<file path="config.mk">
export PLATFORM = sky130hd
export DESIGN_NAME = fss_engine
export DESIGN_NICKNAME = d
export VERILOG_FILES = /design/src/rtl/fss_pkg.sv /design/src/rtl/fss_engine.sv
export SDC_FILE = /design/constraint.sdc
export NUM_CORES = 1
export LEC_CHECK = 0
export BUFFER_PORTS_ARGS = -buffer_cell sky130_fd_sc_hd__clkbuf_2
export CELL_PAD_IN_SITES_DETAIL_PLACEMENT = 0
export CELL_PAD_IN_SITES_GLOBAL_PLACEMENT = 1
export CORE_ASPECT_RATIO = 0.8
export CORE_MARGIN = 1.5
export CORE_UTILIZATION = 49
export CTS_CLUSTER_DIAMETER = 120
export DETAILED_ROUTE_END_ITERATION = 8
export PLACE_DENSITY = 0.88
export SETUP_SLACK_MARGIN = 0.2
export SLEW_MARGIN = 20
export SYNTH_ARGS = -nofsm -noshare
export SYNTH_HDL_FRONTEND = slang
export SYNTH_SLANG_ARGS = --single-unit
</file>
<file path="constraint.sdc">
create_clock -name clk -period 25.1 [get_ports clk]
set_clock_uncertainty 0.1 [all_clocks]
set_input_delay 1.255 -clock clk [delete_from_list [all_inputs] [get_ports clk]]
set_output_delay 1.255 -clock clk [all_outputs]
set_load 0.02 [all_outputs]
</file>
<file path="src/rtl/fss_pkg.sv">
// ---------------------------------------------------------------------------
// fss_pkg: shared types and constants for the four-sum search block
// Entry layout of the item store, result record and engine states.
// ---------------------------------------------------------------------------
package fss_pkg;

  localparam int VAL_W = 32;
  localparam int POS_W = 11;
  localparam int WANT_W = VAL_W + 2;

  // one stored item: value and its 1-based arrival position
  typedef struct packed {
    logic signed [VAL_W-1:0] val;
    logic [POS_W-1:0]        pos;
  } entry_t;

  // search result handed from the engine to the top level
  typedef struct packed {
    logic             found;
    logic [POS_W-1:0] p1;
    logic [POS_W-1:0] p2;
    logic [POS_W-1:0] p3;
    logic [POS_W-1:0] p4;
  } result_t;

  // sort / search engine states
  typedef enum logic [3:0] {
    E_IDLE,
    E_SORT_KEY,
    E_SORT_KEYW,
    E_SORT_CMP,
    E_SORT_PUT,
    E_PAIR_RD,
    E_PAIR_WANT,
    E_LR_RD,
    E_LR_CMP
  } eng_state_t;

  // top-level sequencing
  typedef enum logic [1:0] {
    T_LOAD,
    T_RUN,
    T_EMIT
  } top_state_t;

endpackage

</file>
<file path="src/rtl/fss_engine.sv">
// ---------------------------------------------------------------------------
// fss_engine: in-memory sort and four-sum search
// Insertion sort over the store, then for each pair a two-pointer scan.
// ---------------------------------------------------------------------------
module fss_engine #(
  parameter int CW = 11,
  parameter int AW = 10
) (
  input  logic                       clk,
  input  logic                       rst,
  input  logic                       start,
  input  logic [CW-1:0]              n,
  input  logic signed [fss_pkg::VAL_W-1:0] target,
  input  fss_pkg::entry_t            rd0,
  input  fss_pkg::entry_t            rd1,
  output logic [AW-1:0]              ra0,
  output logic [AW-1:0]              ra1,
  output logic                       we,
  output logic [AW-1:0]              wa,
  output fss_pkg::entry_t            wd,
  output logic                       done,
  output fss_pkg::result_t           res
);

  fss_pkg::eng_state_t state, state_next;

  logic [CW-1:0] a, b, i, j, l, r;
  fss_pkg::entry_t key;
  logic signed [fss_pkg::WANT_W-1:0] want;
  logic [fss_pkg::POS_W-1:0] pi, pj;

  logic gt;
  logic [CW-1:0] a_p1, b_m1, b_m2, a_m1, j_p1, i_p1, lo, ro;
  logic signed [fss_pkg::WANT_W-1:0] sum_lr, want_calc;
  logic hit, more, j_more, i_more;

  // datapath helpers
  always_comb begin
    gt     = rd0.val > key.val;
    a_p1   = a + 1'b1;
    a_m1   = a - 1'b1;
    b_m1   = b - 1'b1;
    b_m2   = b - 2'd2;
    j_p1   = j + 1'b1;
    i_p1   = i + 1'b1;
    sum_lr = fss_pkg::WANT_W'(rd0.val) + fss_pkg::WANT_W'(rd1.val);
    want_calc = fss_pkg::WANT_W'(target) - fss_pkg::WANT_W'(rd0.val)
              - fss_pkg::WANT_W'(rd1.val);
    hit    = sum_lr == want;
    lo     = (sum_lr < want) ? l + 1'b1 : l;
    ro     = (sum_lr > want) ? r - 1'b1 : r;
    more   = lo < ro;
    j_more = ({1'b0, j_p1} + (CW+1)'(2)) < {1'b0, n};
    i_more = ({1'b0, i_p1} + (CW+1)'(3)) < {1'b0, n};
  end

  // next state
  always_comb begin
    state_next = state;
    case (state)
      fss_pkg::E_IDLE:      if (start) state_next = fss_pkg::E_SORT_KEY;
      fss_pkg::E_SORT_KEY:  state_next = fss_pkg::E_SORT_KEYW;
      fss_pkg::E_SORT_KEYW: state_next = fss_pkg::E_SORT_CMP;
      fss_pkg::E_SORT_CMP: begin
        if (gt) begin
          state_next = (b_m1 == '0) ? fss_pkg::E_SORT_PUT : fss_pkg::E_SORT_CMP;
        end else begin
          state_next = (a_p1 == n) ? fss_pkg::E_PAIR_RD : fss_pkg::E_SORT_KEY;
        end
      end
      fss_pkg::E_SORT_PUT:
        state_next = (a_p1 == n) ? fss_pkg::E_PAIR_RD : fss_pkg::E_SORT_KEY;
      fss_pkg::E_PAIR_RD:   state_next = fss_pkg::E_PAIR_WANT;
      fss_pkg::E_PAIR_WANT: state_next = fss_pkg::E_LR_RD;
      fss_pkg::E_LR_RD:     state_next = fss_pkg::E_LR_CMP;
      fss_pkg::E_LR_CMP: begin
        if (hit)                  state_next = fss_pkg::E_IDLE;
        else if (more)            state_next = fss_pkg::E_LR_RD;
        else if (j_more || i_more) state_next = fss_pkg::E_PAIR_RD;
        else                      state_next = fss_pkg::E_IDLE;
      end
      default: state_next = fss_pkg::E_IDLE;
    endcase
  end

  // memory port drive
  always_comb begin
    ra0 = '0;
    ra1 = '0;
    we  = 1'b0;
    wa  = '0;
    wd  = key;
    case (state)
      fss_pkg::E_SORT_KEY:  ra0 = a[AW-1:0];
      fss_pkg::E_SORT_KEYW: ra0 = a_m1[AW-1:0];
      fss_pkg::E_SORT_CMP: begin
        ra0 = b_m2[AW-1:0];
        we  = 1'b1;
        wa  = b[AW-1:0];
        wd  = gt ? rd0 : key;
      end
      fss_pkg::E_SORT_PUT: begin
        we = 1'b1;
        wa = b[AW-1:0];
      end
      fss_pkg::E_PAIR_RD: begin
        ra0 = i[AW-1:0];
        ra1 = j[AW-1:0];
      end
      fss_pkg::E_LR_RD: begin
        ra0 = l[AW-1:0];
        ra1 = r[AW-1:0];
      end
      default: ;
    endcase
  end

  // control state
  always_ff @(posedge clk) begin
    if (rst) begin
      state <= fss_pkg::E_IDLE;
      done  <= 1'b0;
    end else begin
      state <= state_next;
      done  <= (state == fss_pkg::E_LR_CMP) && (state_next == fss_pkg::E_IDLE);
    end
  end

  // datapath registers
  always_ff @(posedge clk) begin
    case (state)
      fss_pkg::E_IDLE: begin
        a <= CW'(1);
        i <= '0;
        j <= CW'(1);
      end
      fss_pkg::E_SORT_KEYW: begin
        key <= rd0;
        b   <= a;
      end
      fss_pkg::E_SORT_CMP: begin
        if (gt) b <= b_m1;
        else    a <= a_p1;
      end
      fss_pkg::E_SORT_PUT: a <= a_p1;
      fss_pkg::E_PAIR_WANT: begin
        want <= want_calc;
        pi   <= rd0.pos;
        pj   <= rd1.pos;
        l    <= j_p1;
        r    <= n - 1'b1;
      end
      fss_pkg::E_LR_CMP: begin
        l <= lo;
        r <= ro;
        if (hit) begin
          res <= '{found: 1'b1, p1: pi, p2: pj, p3: rd0.pos, p4: rd1.pos};
        end else if (!more) begin
          res <= '0;
          if (j_more) begin
            j <= j_p1;
          end else begin
            i <= i_p1;
            j <= i_p1 + 1'b1;
          end
        end
      end
      default: ;
    endcase
  end

endmodule

</file>
After elaboration in Yosys (flattened, before gate mapping). Index checks and enable logic that the tools add are counted.

Bits in registers: 215. Latch bits: 0. RAM bits: 0. ROM bits: 0. Bits of input ports: 132. Output and inout bits: 120. Word-level logic and storage cells: 102. Memories: 0.

Add/sub/neg operators: 15. $mul: 0. Div/mod/pow operators: 0. Order comparisons: 6. Equal/unequal tests: 16. Shifts and indexed selects: 0. Muxes and demuxes: 32. Bitwise gates (word level): 0. Reductions and logical operators: 15.

Operators with widths (count): 2-to-1 mux 11 bit (10); one-hot mux 11 bit (2 select lines) (5); 2-to-1 mux 43 bit (2); adder 11 x 1 -> 11 bit, second input constant (5); one-hot mux 10 bit (5 select lines) (1); 2-to-1 mux 45 bit (1); 2-to-1 mux 44 bit (1); one-hot mux 4 bit (9 select lines) (1); equality test 33 x 34 -> 1 bit (1); > comparator 33 x 34 -> 1 bit (1); < comparator 33 x 34 -> 1 bit (1); subtractor 33 x 32 -> 34 bit (1); adder 32 x 32 -> 33 bit (1); one-hot mux 11 bit (3 select lines) (1); subtractor 11 x 1 -> 11 bit, second input constant (3); subtractor 32 x 32 -> 33 bit (1); > comparator 32 bit (1); adder 11 x 2 -> 12 bit, second input constant (2); < comparator 12 x 11 -> 1 bit (2); one-hot mux 10 bit (2 select lines) (1); 2-to-1 mux 3 bit (6); equality test 4 x 3 -> 1 bit, second input constant (4); inequality test 2 bit, second input constant (6); equality test 11 bit (1); 19 further kinds (25).

Depth between registers and ports, before layout. Gate-level depths: netlist of run 1.

Depth in word-level cells: 10. Gate-level depth with buffers: 32.

Worst setup path after synthesis of run 1. Ideal clock, no wire load.

Kind: input-to-reg. Start point: input rd0[24] in the netlist's numbering. End point: register res[0] in the netlist's numbering (enable). Arrival: 8.674 ns. Setup slack: 15.878 ns. Stages on the path: 30. Path buffers: 2. Cell sequence: inv_1 -> ha_1 -> clkbuf_1 -> and4_1 -> o2111ai_1 -> a21oi_1 -> a21boi_1 -> o31ai_1 -> o211a_1 -> o21ai_1 -> nor2_1 -> o22ai_1 -> ha_1 -> nand4_1 -> or4_4 -> or4_1 -> o211ai_1 -> nor4_2 -> xnor2_2 -> buf_4 -> nor4_1 -> xnor2_1 -> ha_1 -> nand4_1 -> nor3_1 -> a31oi_1 -> o21ai_1 -> a211o_1 -> nor2_1 -> nor2_1.

Cells in the longest elaborated chain, start to end: 6. Elaborated cells between the ends (all ways): 9. Those cells by class: add/sub (1); order compare (3); eq/ne (2); mux (2); reduce/logical (1).

RTL lines: from (decl) (RTL line fss_engine.sv:14) `input fss_pkg::entry_t rd0,`; adder 32 x 32 -> 33 bit (*) (RTL line fss_engine.sv:46) `sum_lr = fss_pkg::WANT_W'(rd0.val) + fss_pkg::WANT_W'(rd1.val);`; < comparator 33 x 34 -> 1 bit / > comparator 33 x 34 -> 1 bit (equally long branches) (RTL line fss_engine.sv:50, fss_engine.sv:51); 2-to-1 mux 11 bit, on equally long branches (RTL line fss_engine.sv:50, fss_engine.sv:51); < comparator 11 bit (RTL line fss_engine.sv:52) `more = lo < ro;`; inequality test 2 bit (no source line) (*); AND reduction 2 bit (no source line) (*); to (signal assigned) (RTL line fss_engine.sv:157) `res <= '{found: 1'b1, p1: pi, p2: pj, p3: rd0.pos, p4: rd1.pos};`; to (decl) (RTL line fss_engine.sv:22) `output fss_pkg::result_t res`.

Every way passes the cells marked *; elsewhere a longest branch is shown, timed or not. A chain may end at the register's enable or synchronous reset.

Worst setup path in the final report of run 1.
Start point: input rd0[19] in the netlist's numbering. End point: register res[1] in the netlist's numbering (enable).

Same word-level chain as after synthesis.

==> impl_metrics.csv, run 1 <==
group,metric,value,unit
synthesis,synthArstFlopShare,0,%
drt,vias,14517,
drt,ant_nets,0,
grt,grt_max_degree,64,
critical_path,reg2reg_from,"want[33]$_DFFE_PP_",
final_layout,layout.nets,2428,
timing,fmax,0.110,GHz
worst_hold_path,min_from,"pi[5]$_DFFE_PP_",
clocking,hold_buffers,0,
synthesis,muxShareOfSynthArea,1.35,%
critical_path,crit_type,"in -> reg",
drt,drc_errors,0,
synthesis,netlist_top_cells_area,"edfxtp_1 (36%), ha_1 (15%), xnor2_1 (5.5%)",
placement,detailed_place_hpwl,39900,um
placement,numPortBuffers,251,
timing,post-route-min-period,9.06,ns
critical_path,cp.required,25.28,ns
drt,routed_wirelength,50400,um
timing,slew_viol_final,0,
critical_path,startpoint_type,"input port",
critical_path,path_max_fanout,30,
synthesis,syn_nets,2201,
critical_path,r2r_end,"res[1]$_SDFFCE_PN0P_",
synthesis,netlist_instances,1830,
timing,hold-worst-slack,0.416,ns
final_layout,layout_commonest_cell,"clkbuf_2",
clocking,htreeDepth,1,
synthesis,yosysWarnings,0,
synthesis,synth_edf_count,210,
timing,hold_viol,0,
die,dieArea,37100,um^2
critical_path,cp-end-kind,"register",
synthesis,yosys.area.top_type,"edfxtp_1",
synthesis,ys.flop_type,"edfxtp_1",
timing,worst_pin_slew,1.04,ns
timing,finalSetupTns,0,ns
synthesis,synth_top_family_by_area,"adder cells",
synthesis,synthAdderAreaFrac,18.4,%
power,leakagePower,9.13,nW
final_layout,n_fill_cell,3120,
synthesis,synthSimpleGateAreaFrac,15.6,%
critical_path,max_stage_delay,0.74,ns
status,status,"finished clean",
drt,wl_per_cell,19.8,um
grt,antenna_found_initial,6,
clocking,clock_path_buffers,3,
die,pin_count,252,
clocking,cts.sinks,215,
clocking,path_clk_slew,0.06,ns
clocking,insertion_delay,0.54,ns
grt,grt_pass1_wl,77700,um
critical_path,worstPathArrival,9.24,ns
placement,gp_congestion,0.954,
grt,grt_pass1_vias,13735,
drt,dr.pass1.iters,5,
clocking,cts_tree,"done",
drt,initialDrtViolationCount,1572,
final_layout,drive_above_1_share,16.6,%
clocking,cts_setup_buffers,0,
synthesis,synth_compound_area_share,14.6,%
power,p_per_area,56.7,nW/um^2
synthesis,synth_xor_area_share,8.43,%
worst_hold_path,hold_path_end,"res[38]$_SDFFCE_PN0P_",
final_layout,layout_common_cells,"clkbuf_2 (251), edfxtp_1 (210), ha_1 (206)",
worst_hold_path,worstHoldPathType,"reg -> reg",
drt,viasPerCell,5.69,
job,cap_violations,0,
die,die_w,215,um
critical_path,reg2reg_depth,21,
synthesis,seq_area_frac_synth,36.4,%
clocking,cts_made_buffers,24,
die,start_util,50.2,%
die,core_region_area,35100,um^2
grt,grt_use_total,26.7,%
timing,setup_violations,0,
critical_path,r2r_slack,18.88,ns
timing,relSlewSlack,30.8,%
synthesis,yosys_register_bits,215,
power,ir_worst_vdd,0.0382,mV
synthesis,synth.distinct_cells,70,
synthesis,avgSynthCellArea,9.62,um^2
final_layout,syn_to_final_growth,14.7,%
worst_hold_path,whs_path_depth,1,
critical_path,cp-startpoint,"rd0[19]",
die,row_count,61,
synthesis,yosys.area.top_type_share,35.8,%
synthesis,syn_area,17600,um^2
timing,finalCritPeriodShare,36.1,%
critical_path,slowest_stage,"xnor2_2",
timing,rsz0062_at_grt,"false",
die,die_height,173,um
grt,gr-total-overflow,0,
clocking,cts-root-buf,"clkbuf_16",
clocking,cts_resized,0,
[worst max-delay path by stage]
| stage | end | slack [ns] |
|---|---|---|
| final | res[1]$_SDFFCE_PN0P_ | 16.04 |
| after global routing | res[18]$_SDFFCE_PN0P_ | 15.49 |
| after CTS | j[1]$_SDFFCE_PN0P_ | 16.10 |
| after detailed placement | j[6]$_SDFFCE_PN0P_ | 15.56 |
| after global placement | j[6]$_SDFFCE_PN0P_ | 15.70 |
| after floorplan | res[0]$_SDFFCE_PN0P_ | 15.88 |
[per-stage QoR]
step / area, um^2 / setup slack [ns] / std cells / util, % / total power [mW]
2_1_floorplan: 17600 / 15.88 / 1830 / - / 0.678
5_1_grt: 20200 / 15.49 / 2551 / 57.5 / 1.20
6_report: 20200 / 16.04 / 2552 / 57.5 / 1.15
4_1_cts: 20100 / 16.10 / 2546 / 57.4 / 1.15
3_3_place_gp: 19300 / 15.70 / 2502 / 55.1 / 0.774
3_5_place_dp: 19300 / 15.56 / 2502 / 55.1 / 0.781
[where the power goes]
group | internal [mW] | switching, mW | total (mW)
logic | 0.139 | 0.207 | 0.345
clock network | 0.213 | 0.151 | 0.364
registers | 0.418 | 0.0191 | 0.437
[cell families after synthesis]
group / Yosys count
adder cells (fa/ha/maj): 239
AND/OR/NAND/NOR: 547
multiplexers: 21
AO/OA/AOI/OAI: 397
XOR/XNOR: 167
buffers and inverters: 244
flip-flops: 215
[cell type report]
cell class,instances,area [um^2],area share (%)
well taps,472,591,2.92
clock inverters,16,175,0.867
diodes,5,12.5,0.0620
multi-input cells,1371,10300,51.2
repair buffers,261,1340,6.65
flip-flops and latches,215,6410,31.7
inverters,184,691,3.42
clock buffers,28,636,3.15
[cells in the mapped netlist (all sizes together), types with 6 or more instances]
cell,n
a211oi,17
a21o,53
a21oi,90
a221oi,6
a222oi,6
a22o,12
a31oi,11
and2,67
and3,22
and4,6
clkbuf,56
edfxtp,210
fa,33
ha,206
inv,184
mux2,19
nand2,137
nand2b,21
nand3,45
nand4,29
nor2,122
nor2b,14
nor3,33
nor3b,6
nor4,14
o2111ai,8
o211ai,8
o21a,21
o21ai,106
o221ai,6
o31ai,10
or2,9
or3,11
xnor2,111
xor2,55
[worst max-delay path: cells and delay by family]
kind | cells | cell delay (ns)
AO/OA/AOI/OAI | 14 | 3.26
AND/OR/NAND/NOR | 10 | 2.25
buffers and inverters | 3 | 0.46
adder cells (fa/ha/maj) | 3 | 0.97
XOR/XNOR | 2 | 1.02
[routing by layer]
layer  GRT usage (%)  up-vias  wire, um  part of all wire, %
met2            38.4      576     21000                   42
met3            5.73       44      4340                  8.6
met5               0        -         0                    0
met4            5.31        0       785                  1.6
li1                -     6970         -                    -
met1            40.9     6927     24300                   48
[registers in the layout, summed over array words and instances (netlist names)]
register and flops:
r 11, want 34, state 4, pj 11, done 1, res 45, j 11, pi 11
b 11, a 11, i 11, l 11, key 43
(Power assumes the default switching activity.)
==> run 2, diff against run 1 <==
- CORE_UTILIZATION: 49 -> 46
- PLACE_DENSITY: 0.88 -> 0.84
- clock period: 25.1 -> 8.52 ns (I/O delays scaled with it)
==> impl_metrics.csv, run 2 (same netlist as run 1, synthesis figures left out) <==
group,metric,value,unit
critical_path,cp-end-kind,"register",
critical_path,cp.required,8.69,ns
clocking,cts_made_buffers,25,
final_layout,layout_commonest_cell,"clkbuf_2",
drt,wl_per_cell,19.5,um
power,leakagePower,9.35,nW
timing,slew_viol_final,0,
clocking,insertion_delay,0.55,ns
timing,relSlewSlack,30.2,%
job,cap_violations,0,
grt,grt_pass1_vias,14050,
power,p_per_area,169,nW/um^2
grt,grt_pass1_wl,78500,um
grt,grt_max_degree,68,
final_layout,largest_reg_flops,45,
grt,antenna_found_initial,4,
drt,drc_errors,0,
critical_path,reg2reg_from,"want[33]$_DFFE_PP_",
die,die_height,178,um
die,die_w,222,um
placement,numPortBuffers,251,
clocking,cts-root-buf,"clkbuf_16",
critical_path,worstPathArrival,8.10,ns
placement,pre_cts_slack,0.173,ns
final_layout,top_regs,"res: 45 flops, key: 43 flops, want: 34 flops",
final_layout,drive_above_1_share,17.4,%
final_layout,layout_common_cells,"clkbuf_2 (251), edfxtp_1 (210), ha_1 (205)",
clocking,clock_path_buffers,3,
final_layout,n_fill_cell,3322,
timing,finalCritPeriodShare,93.2,%
placement,gp_congestion,0.985,
placement,detailed_place_hpwl,39500,um
clocking,path_clk_slew,0.07,ns
critical_path,slowest_stage,"or4_4",
final_layout,largest-register,"res",
critical_path,crit_type,"in -> reg",
critical_path,startpoint_type,"input port",
timing,fmax,0.126,GHz
timing,hold_viol,0,
critical_path,cp-startpoint,"rd0[17]",
critical_path,max_stage_delay,0.60,ns
drt,routed_wirelength,50900,um
clocking,cts.sinks,215,
final_layout,instances_no_fill,2603,
timing,worst_pin_slew,1.04,ns
drt,viasPerCell,5.62,
grt,gr-total-overflow,0,
final_layout,multi_input_area,10400,um^2
final_layout,layout.nets,2465,
final_layout,syn_to_final_growth,17.7,%
clocking,cts_tree,"done",
worst_hold_path,min_from,"rd0[41]",
grt,grt_use_total,25.4,%
die,start_util,47.1,%
critical_path,path_max_fanout,11,
placement,dp.cells,2519,
timing,post-route-min-period,7.94,ns
drt,ant_nets,0,
die,pin_count,252,
critical_path,r2r_slack,3.02,ns
die,row_count,63,
drt,initialDrtViolationCount,1283,
timing,setup_ws,0.584,ns
status,status,"finished clean",
timing,rsz0062_at_grt,"false",
worst_hold_path,worstHoldPathType,"in -> reg",
die,dieArea,39500,um^2
clocking,htreeDepth,1,
drt,vias,14626,
final_layout,seqCellArea,6410,um^2
timing,setup_violations,0,
drt,dr.pass1.iters,5,
final_layout,final_util,55.5,%
power,ir_worst_vdd,0.129,mV
timing,finalSetupTns,0,ns
die,core_region_area,37400,um^2
-- run 2: cell count changes in the layout (fill, tap and decap cells not counted), sizes merged --
cell         before  now
diode             5    3
bufinv            3    5
dlygate4sd3       0   31
clkinvlp          1    2
clkinv           12    7
buf              10   15
inv             184  190
clkbuf          279  277
-- run 2: worst paths after layout --
check	cells past startpoint	end
max	33	i[2]$_SDFFCE_PN0P_
min	1	key[41]$_DFFE_PP_
max reg2reg	21	i[2]$_SDFFCE_PN0P_
min reg2reg	1	res[29]$_SDFFCE_PN0P_
-- run 2: final cells by class --
type | count | share of cell area [%]
Multi-Input combinational cell | 1371 | 50.3
Inverter | 184 | 3.33
Timing Repair Buffer | 297 | 8.16
Tap cell | 487 | 2.94
Clock inverter | 20 | 1.33
Sequential cell | 215 | 30.9
Antenna cell | 3 | 0.0362
Clock buffer | 26 | 3.04
-- run 2: what timing repair did --
action / 4_1_cts / 5_1_grt
hold endpoints to repair: 38 / 0
endpoints found under the setup margin: 0 / 71
gates resized for setup: 0 / 23
hold buffers: 31 / 0
setup buffers: 0 / 3
-- run 2: per-layer routing --
metal	GRT usage (%)	wire length (um)	share of wire [%]
met2	37.9	21400	42
met4	7.11	1280	2.5
met3	4.83	4080	8.0
met1	37.5	24100	47
met5	0	13	0.026
-- run 2: critical path, delay by kind of cell --
| family | cells | cell delay [ns] |
|---|---|---|
| AOI/OAI and AO/OA | 14 | 2.92 |
| xor gates and xnor gates | 3 | 0.59 |
| adders and majority gates | 3 | 1.02 |
| buffers and inverters | 4 | 0.97 |
| and+or+nand+nor | 9 | 2.15 |
-- run 2: report_power, final --
group / switching [mW] / total [mW] / internal, mW
sequential: 0.0554 / 1.29 / 1.23
combinational: 0.602 / 1.03 / 0.423
clock: 0.492 / 1.20 / 0.704
total: 1.15 / 3.51 / 2.36
-- run 2: through the flow --
step	hold slack (ns)	total power [mW]	cell area [um^2]
3_3_place_gp	0.400	2.28	19400
6_report	0.0251	3.51	20700
5_1_grt	0.00570	3.69	20700
3_5_place_dp	0.401	2.29	19400
4_1_cts	0.000630	3.51	20600
2_1_floorplan	0.395	2.00	17600
